--- config.mk ---
export PLATFORM = sky130hd
export DESIGN_NAME = pfcx_front
export DESIGN_NICKNAME = d
export VERILOG_FILES = /design/src/rtl/pfcx_pkg.sv /design/src/rtl/pfcx_front.sv
export SDC_FILE = /design/constraint.sdc
export NUM_CORES = 1
export LEC_CHECK = 0
export BUFFER_PORTS_ARGS = -buffer_cell sky130_fd_sc_hd__buf_2
export CORE_MARGIN = 3
export CORE_UTILIZATION = 35
export DETAILED_ROUTE_END_ITERATION = 10
export PLACE_DENSITY = 0.57
export SYNTH_ARGS = -nofsm -noshare
export SYNTH_HDL_FRONTEND = slang
export SYNTH_SLANG_ARGS = --single-unit
--- constraint.sdc ---
create_clock -name i_clk -period 3.3 [get_ports i_clk]
set_input_delay 0.66 -clock i_clk [delete_from_list [all_inputs] [get_ports i_clk]]
set_output_delay 0.66 -clock i_clk [all_outputs]
set_load 0.1 [all_outputs]
--- src/rtl/pfcx_pkg.sv ---
// pfcx_pkg: shared types and constants for the polyline first crossing block.
// Depends on nothing; imported by every module of the block.
`default_nettype none

package pfcx_pkg;

    localparam int DEF_MAX_PATH_POINTS  = 256;
    localparam int DEF_MAX_CURVE_POINTS = 256;
    localparam int DEF_FRAC_BITS        = 16;

    localparam int QUEUE_DEPTH = 4;

    localparam int COORD_W = 32;
    localparam int DIFF_W  = COORD_W + 1;
    localparam int MAG_W   = COORD_W;
    localparam int PROD_W  = 2 * MAG_W;
    localparam int DET_W   = PROD_W + 2;
    localparam int NUM_W   = DET_W + MAG_W - 1;
    localparam int QUO_W   = MAG_W;

    typedef enum logic [1:0] {
        OP_PATH    = 2'd0,
        OP_CURVE   = 2'd1,
        OP_COMPUTE = 2'd2
    } t_op;

    typedef struct packed {
        t_op                        op;
        logic signed [COORD_W-1:0]  x;
        logic signed [COORD_W-1:0]  y;
    } t_word;

endpackage

`default_nettype wire

--- src/rtl/pfcx_front.sv ---
// pfcx_front: accepts command words, drops undefined codes and queues the rest.
// Depends on pfcx_pkg; feeds pfcx_back.
`default_nettype none

module pfcx_front
    import pfcx_pkg::*;
(
    input  wire logic                       i_clk,
    input  wire logic                       i_rst_n,
    input  wire logic                       start,
    output logic                            busy,
    input  wire logic [1:0]                 i_command,
    input  wire logic signed [COORD_W-1:0]  i_coord_x,
    input  wire logic signed [COORD_W-1:0]  i_coord_y,
    output logic                            o_valid,
    output t_word                           o_word,
    input  wire logic                       i_ready
);

    localparam int PW = $clog2(QUEUE_DEPTH);
    localparam int CW = $clog2(QUEUE_DEPTH + 1);

    t_word              r_q [QUEUE_DEPTH];
    logic [PW-1:0]      r_wr;
    logic [PW-1:0]      r_rd;
    logic [CW-1:0]      r_cnt;
    logic               accept;
    logic               keep;
    logic               push;
    logic               pop;
    t_op                op;

    always_comb begin
        keep = 1'b1;
        op   = OP_PATH;
        unique case (i_command)
            OP_PATH:    op = OP_PATH;
            OP_CURVE:   op = OP_CURVE;
            OP_COMPUTE: op = OP_COMPUTE;
            default:    keep = 1'b0;
        endcase
    end

    assign busy    = (r_cnt == CW'(QUEUE_DEPTH));
    assign accept  = start && !busy;
    assign push    = accept && keep;
    assign o_valid = (r_cnt != '0);
    assign pop     = o_valid && i_ready;
    assign o_word  = r_q[r_rd];

    always_ff @(posedge i_clk) begin
        if (push) begin
            r_q[r_wr] <= '{op: op, x: i_coord_x, y: i_coord_y};
        end
    end

    always_ff @(posedge i_clk) begin
        if (!i_rst_n) begin
            r_wr  <= '0;
            r_rd  <= '0;
            r_cnt <= '0;
        end else begin
            if (push) begin
                r_wr <= (r_wr == PW'(QUEUE_DEPTH - 1)) ? '0 : r_wr + 1'b1;
            end
            if (pop) begin
                r_rd <= (r_rd == PW'(QUEUE_DEPTH - 1)) ? '0 : r_rd + 1'b1;
            end
            if (push && !pop) begin
                r_cnt <= r_cnt + 1'b1;
            end else if (pop && !push) begin
                r_cnt <= r_cnt - 1'b1;
            end
        end
    end

`ifndef NO_ASSERTIONS
    a_fill_busy: assert property (@(posedge i_clk) disable iff (!i_rst_n)
        push && !pop && r_cnt == CW'(QUEUE_DEPTH - 1) |=> busy)
        else $error("queue filled without raising busy");
`endif

endmodule

`default_nettype wire

==> flow_metrics.tcl, run 1 <==
set metrics [dict create \
    pin_count 138 \
    fin_area_um2 12200 \
    p_per_area_nw_per_um2 942 \
    start_kind "flop" \
    outcome "finished, final reports clean" \
    fin_util_pct 43.6 \
    die_w_um 175 \
    yosys.area_share.xor_xnor_pct 0.175 \
    synth_nets 474 \
    first_iter_violations 306 \
    setup_ws_ps 247 \
    track_usage_pct 12.5 \
    root_buffer "clkbuf_16" \
    fp.coreArea_um2 28000 \
    maxSlewHeadroom_pct 61.2 \
    finalPower_mw 11.5 \
    min_period_ps 3050 \
    synthSimpleGateAreaFrac_pct 1.10 \
    synth_area_um2 10000 \
    cts_tree "done" \
    numCtsBuffers 29 \
    required_ps 2640 \
    area_delta_synth_final_pct 21.9 \
    slew_violations 0 \
    grt_setup_unrepaired "false" \
    fillers 2443 \
    arrival_ps 2390 \
    hold_class "in -> reg" \
    synth_warnings 0 \
    grt_pass1_vias 5032 \
    synth_cells 397 \
    grt_pass1_wl_mm 29.4 \
    dp_cells 907 \
    synth_mux_area_share_pct 15.1 \
    seq_area_frac_synth_pct 81.0 \
    fmax_mhz 328 \
    synth_top_area_share_pct 79.2 \
    p_leak_nw 4.07 \
    clk_path_buf_depth 3 \
    synth_top_family_by_area "multiplexers" \
    crit_chain "buf_12, mux4_2, buf_2" \
    routed_wl_mm 19.0 \
    cts_repair_resize_count 0 \
    finalHoldViolCount 0 \
    stdcell_count 958 \
    fin_hold_ws_ps 321 \
    max_stage_delay_ps 640 \
    min_period_over_period_pct 92.5 \
    synth_top_cell_by_area "edfxtp_1" \
    cts_max_level 1 \
    drive_gt1_share_pct 45.7 \
    initial_utilization_pct 35.7 \
    detailed_place_hpwl_mm 11.5 \
    viasPerCell 4.78 \
    endpoint_kind "output port" \
    gp_congestion 0.685 \
    synth_most_common_cell "edfxtp_1" \
    async_reset_ff_share_pct 0 \
    postRouteAntennaNets 0 \
    vias 4583 \
    drtPass1Iterations 4 \
    tightest_slew_ps 577 \
    hold_buffers 0 \
    fin_worst_skew_ps 14.6 \
    path_max_fanout 26 \
    die-height_um 175 \
    synth.distinct_cells 24 \
    drc 0 \
    setup_viol 0 \
    rows 61 \
    post_drt_wl_per_cell_um 19.8 \
    grt_overflow 0 \
    ir_drop_mv 0.546 \
    min_path_cells 1 \
    cts.sinks 273 \
    ff2ff_path_depth 8 \
    synthTopCellsByCount "edfxtp_1, mux4_2, dfxtp_1" \
    insertion_delay_ps 550 \
    post-cts-setup-buffers 0 \
    yosys.area_share.adder_pct 0.950 \
    worstSetupPathType "reg -> out" \
    portBuffers 137 \
    synth_edf_count 264 \
    grt_max_degree 42 \
    synth_compound_area_share_pct 0.425 \
    die_area_um2 30700 \
    place_ws_ps 541 \
    synth.area.top_cells "edfxtp_1, mux4_2, dfxtp_1" \
    slowest_stage "dfxtp_4" \
    tns_ps 0 \
    fin_nets 637 \
    ys.flop_type "edfxtp_1" \
    syn_avg_cell_area_um2 25.2 \
    ys_ff_latch 273 \
    place_area_um2 11300 \
    clkTransAtPathRegs_ps 60 \
    drv_cap 0 \
    antenna_found_initial 1 \
    n_antenna_cell 0 \
]
==> layout make-up <==
type / count / area (um^2) / share of cell area (%)
Multi-Input combinational cell: 105 / 1800 / 14.8
Tap cell: 378 / 473 / 3.87
Sequential cell: 273 / 8120 / 66.5
Timing Repair Buffer: 147 / 848 / 6.95
Inverter: 4 / 15.0 / 0.123
Clock inverter: 19 / 214 / 1.75
Clock buffer: 32 / 737 / 6.04
==> cell usage in the layout (no fill, tap or decap) <==
cell,instances
nor2b_1,3
nor2_1,2
mux4_2,66
nor3b_4,1
clkbuf_16,29
nand3_1,2
buf_4,3
xnor2_1,1
or3_1,2
o31ai_1,1
xor2_1,1
clkbuf_1,3
inv_8,1
clkinv_2,8
a21boi_0,1
and2_4,4
and2_1,1
mux2i_1,3
inv_16,1
a211oi_2,1
buf_12,7
o21ai_0,3
ha_1,6
clkinv_1,4
fa_1,1
inv_1,4
edfxtp_1,264
buf_2,137
dfxtp_1,7
dfxtp_4,2
clkinvlp_4,1
nand2_1,6
bufinv_16,4
==> sequential cells by signal, summed over array words and instances (netlist names), named ones only <==
register / cells
r_rd: 2
r_q: 264
r_cnt: 3
r_wr: 2
==> layer usage <==
metal | track usage, % | vias up | share of wire, %
met2 | 21.5 | 139 | 50
met3 | 3.56 | 37 | 6.6
met4 | 3.16 | 2 | 2.5
li1 | - | 2019 | -
met5 | 0 | - | 0.063
met1 | 15.5 | 2386 | 40
==> cell families (layout without fill, tap and decap cells) <==
| family | after synthesis | in the layout |
|---|---|---|
| AO/OA/AOI/OAI | 6 | 6 |
| XOR/XNOR | 2 | 2 |
| flip-flops | 273 | 273 |
| multiplexers | 69 | 69 |
| buffers and inverters | 19 | 202 |
| adder cells (fa/ha/maj) | 7 | 7 |
| AND/OR/NAND/NOR | 21 | 21 |
==> power breakdown <==
part	leakage, nW	switching [mW]	total [mW]	internal (mW)
Clock	0.471	1.28	3.21	1.92
Sequential	2.48	0.159	4.26	4.10
Combinational	1.11	3.15	4.03	0.881
==> worst max-delay path: cells and delay by family (launching register included) <==
kind / cells / cell delay, ps
muxes: 1 / 560
DFF: 1 / 640
buffers and inverters: 2 / 600
==> worst paths after layout <==
| check | endpoint | from | slack [ps] |
|---|---|---|---|
| max | o_word[28] | flop | 250 |
| min | r_q[0][48] | i_coord_x[16] | 320 |
| max reg2reg | r_cnt[2] | r_cnt[0] | 800 |
| min reg2reg | flop | r_rd[1] | 510 |
(Power assumes the default switching activity.)
==> inputs of run 2 (changes only) <==
Settings changed: PLACE_DENSITY 0.57 to 0.55.
Clock period 3.3 ns to 3.9 ns, I/O delays scaled along.
==> flow_metrics.tcl, run 2 (synthesis gave the netlist of run 1 again) <==
set metrics [dict create \
    grt_setup_unrepaired "false" \
    pin_count 138 \
    fin_worst_skew_ps 16.5 \
    first_iter_violations 314 \
    tightest_slew_ps 587 \
    grt_max_degree 67 \
    max_stage_delay_ps 600 \
    routed_wl_mm 19.2 \
    insertion_delay_ps 550 \
    path_max_fanout 26 \
    cts.sinks 273 \
    maxSlewHeadroom_pct 60.8 \
    fin_util_pct 43.2 \
    worstSetupPathType "reg -> out" \
    p_leak_nw 4.01 \
    min_period_ps 3080 \
    detailed_place_hpwl_mm 11.5 \
    required_ps 3120 \
    stdcell_count 954 \
    grt_pass1_vias 5033 \
    gp_congestion 0.657 \
    setup_viol 0 \
    endpoint_kind "output port" \
    portBuffers 137 \
    grt_overflow 0 \
    finalPower_mw 9.51 \
    post-cts-setup-buffers 0 \
    drive_gt1_share_pct 44.4 \
    fin_nets 634 \
    fp.coreArea_um2 28000 \
    hold_class "in -> reg" \
    vias 4622 \
    top_regs "r_q x264, r_cnt x3" \
    arrival_ps 2300 \
    numCtsBuffers 29 \
    layout_commonest_cell "edfxtp_1" \
    crit_chain "buf_4, mux4_2, buf_2" \
    postRouteAntennaNets 0 \
    drc 0 \
    rows 61 \
    hold_buffers 0 \
    antenna_found_initial 5 \
    start_kind "flop" \
    initial_utilization_pct 35.7 \
    die-height_um 175 \
    top_register "r_q" \
    tns_ps 0 \
    cts_tree "done" \
    fillers 2449 \
    largest_reg_flops 264 \
    grt_pass1_wl_mm 29.9 \
    dp_cells 904 \
    slew_violations 0 \
    p_per_area_nw_per_um2 787 \
    clkTransAtPathRegs_ps 60 \
    root_buffer "clkbuf_16" \
    die_w_um 175 \
    viasPerCell 4.84 \
    ir_drop_mv 0.319 \
    post_drt_wl_per_cell_um 20.1 \
    fmax_mhz 324 \
    min_period_over_period_pct 79.0 \
    slowest_stage "mux4_2" \
    clk_path_buf_depth 3 \
    drv_cap 0 \
    layout_common_cells "edfxtp_1, buf_2, mux4_2, clkbuf_16" \
    cts_repair_resize_count 0 \
    outcome "finished, final reports clean" \
    drtPass1Iterations 4 \
    die_area_um2 30700 \
    area_delta_synth_final_pct 20.8 \
    finalHoldViolCount 0 \
    cts_max_level 1 \
    track_usage_pct 12.6 \
]
[run 2: cell types whose count changed in the layout (fill, tap and decap cells not counted)]
cell,before,now
buf_12,7,6
buf_4,3,1
bufinv_16,4,2
clkbuf_1,3,4
clkinv_1,4,7
clkinv_2,8,4
diode_2,0,2
inv_8,1,0
nor3b_2,0,1
nor3b_4,1,0
[run 2: final timing paths]
| kind | slack (ps) | end | depth (start not counted) | start |
|---|---|---|---|---|
| min reg2reg | 510 | r_wr[1] | 2 | r_wr[1] |
| min | 440 | r_q[2][33] | 1 | i_coord_x[1] |
| max reg2reg | 1380 | r_cnt[2] | 8 | r_cnt[0] |
| max | 820 | o_word[4] | 3 | flop |
[run 2: layout make-up]
| class | instances | area (um^2) | share of cell area (%) |
|---|---|---|---|
| Antenna cell | 2 | 5.00 | 0.0414 |
| Clock buffer | 33 | 741 | 6.13 |
| Clock inverter | 15 | 134 | 1.11 |
| Inverter | 4 | 15.0 | 0.124 |
| Multi-Input combinational cell | 105 | 1800 | 14.9 |
| Sequential cell | 273 | 8120 | 67.1 |
| Tap cell | 378 | 473 | 3.91 |
| Timing Repair Buffer | 144 | 813 | 6.73 |
[run 2: layer usage]
metal / vias to the layer above / global-route usage, % / part of all wire [%]
li1: 2004 / - / -
met1: 2432 / 16.4 / 42
met2: 134 / 20.9 / 49
met3: 44 / 3.61 / 6.4
met4: 8 / 3.46 / 2.3
met5: - / 0 / 0.31
[run 2: where the power goes]
part	switching [mW]	internal (mW)
registers	0.0688	3.47
clock network	1.05	1.48
logic	2.72	0.728
total	3.83	5.68
[run 2: critical path: cells and delay by family (launching register included)]
kind	cells	cell delay, ps
buf+inv	2	780
flops	1	350
mux	1	600
[run 2: stage by stage]
stage          hold WS, ps  setup slack [ps]  area (um^2)
3_3_place_gp           476              1130        11200
3_5_place_dp           496               987        11200
2_1_floorplan          468               528        10000
6_report               445               818        12100
4_1_cts                417               708        12100
5_1_grt                421               649        12100
==> inputs of run 3 (changes only) <==
Clock period 3.9 ns to 3 ns, I/O delays scaled along.
==> flow_metrics.tcl, run 3 (synthesis gave the netlist of run 1 again) <==
set metrics [dict create \
    outcome "finished, final reports clean" \
    cts_repair_resize_count 0 \
    worstSetupPathType "reg -> out" \
    crit_chain "buf_12, mux4_2, buf_2" \
    finalPower_mw 12.2 \
    die_w_um 175 \
    detailed_place_hpwl_mm 10.9 \
    fin_nets 641 \
    routed_wl_mm 18.9 \
    pin_count 138 \
    cts_tree "done" \
    fillers 2451 \
    path_max_fanout 28 \
    clk_path_buf_depth 3 \
    postRouteAntennaNets 0 \
    cts_max_level 1 \
    fp.coreArea_um2 28000 \
    max_stage_delay_ps 700 \
    first_iter_violations 205 \
    required_ps 2400 \
    top_regs "r_q x264, r_cnt x3" \
    fin_worst_skew_ps 15.6 \
    endpoint_kind "output port" \
    tns_ps 0 \
    min_path_cells 1 \
    antenna_found_initial 2 \
    ir_drop_mv 0.771 \
    numCtsBuffers 29 \
    fmax_mhz 360 \
    r2r_setup_slack_ps 800 \
    hold_path_end "r_q[0][22]" \
    layout_commonest_cell "edfxtp_1" \
    layout_common_cells "edfxtp_1, buf_2, mux4_2, clkbuf_16" \
    slew_violations 0 \
    hold_class "in -> reg" \
    die-height_um 175 \
    cts.sinks 273 \
    arrival_ps 2180 \
    post-cts-setup-buffers 0 \
    post_drt_wl_per_cell_um 19.6 \
    tightest_slew_ps 542 \
    top_register "r_q" \
    finalHoldViolCount 0 \
    slowest_stage "dfxtp_4" \
    p_per_area_nw_per_um2 1010 \
    path_buf_inv 2 \
    grt_pass1_vias 5110 \
    root_buffer "clkbuf_16" \
    start_kind "flop" \
    hold_buffers 0 \
    hold_start "i_coord_y[22]" \
    area_delta_synth_final_pct 20.9 \
    p_leak_nw 4.02 \
    min_period_ps 2780 \
    grt_overflow 0 \
    grt_max_degree 45 \
    drv_cap 0 \
    largest_reg_flops 264 \
    r2r_start "r_cnt[0]" \
    cp_top_family "flip-flops" \
    grt_pass1_wl_mm 29.0 \
    grt_setup_unrepaired "false" \
    viasPerCell 4.76 \
    drtPass1Iterations 4 \
    setup_viol 0 \
    die_area_um2 30700 \
    vias 4576 \
    timing.rr.end "r_cnt[2]" \
    gp_congestion 0.687 \
    min_period_over_period_pct 92.5 \
    ff2ff_path_depth 8 \
    drive_gt1_share_pct 44.4 \
    rows 61 \
    initial_utilization_pct 35.7 \
    maxSlewHeadroom_pct 63.9 \
    track_usage_pct 12.2 \
    portBuffers 137 \
    clkTransAtPathRegs_ps 60 \
    drc 0 \
    n_antenna_cell 0 \
    insertion_delay_ps 530 \
]
## run 3: cell types whose count changed in the layout (fill, tap and decap cells not counted), sizes merged
| cell | previous run | this run |
|---|---|---|
| clkinvlp | 1 | 0 |
| inv | 5 | 4 |
| bufinv | 2 | 0 |
| diode | 2 | 0 |
| buf | 144 | 151 |
| clkinv | 11 | 13 |
| clkbuf | 33 | 37 |
## run 3: layout make-up
cell class	count	area, um^2	area share, %
sequential	273	8120	67.0
multi-input combinational	105	1800	14.9
timing repair buffer	151	891	7.36
clock buffer	37	756	6.24
tap	378	473	3.91
clock inverter	13	55.1	0.455
inverter	4	15.0	0.124
## run 3: power breakdown
group	switching, mW	internal [mW]	leakage, nW
sequential	0.133	4.51	2.48
clock	1.33	1.75	0.399
combinational	3.50	0.990	1.14
## run 3: worst max-delay path by stage
stage	startpoint	to	slack, ps	cells past startpoint
2_1_floorplan	r_cnt[1]	r_cnt[2]	460	8
3_3_place_gp	i_command[0]	r_cnt[2]	700	8
3_5_place_dp	i_command[0]	r_cnt[2]	600	8
4_1_cts	flop	o_word[53]	140	3
5_1_grt	flop	o_word[28]	120	3
6_report	flop	o_word[26]	220	3
## run 3: stage by stage
step	hold slack (ps)	setup WS [ps]	instance area (um^2)	cells	utilization [%]
6_report	280	225	12100	961	43.2
3_3_place_gp	478	705	11300	911	40.3
2_1_floorplan	468	463	10000	397	-
4_1_cts	244	141	12100	961	43.2
5_1_grt	253	116	12100	961	43.2
3_5_place_dp	520	604	11300	911	40.3
## run 3: routing by layer
layer | track usage (%) | vias to the layer above | wire [um]
met5 | 0 | - | 34
met4 | 3.66 | 4 | 520
met3 | 2.82 | 36 | 910
met2 | 21.2 | 116 | 9510
met1 | 15.5 | 2399 | 7890
li1 | - | 2021 | -
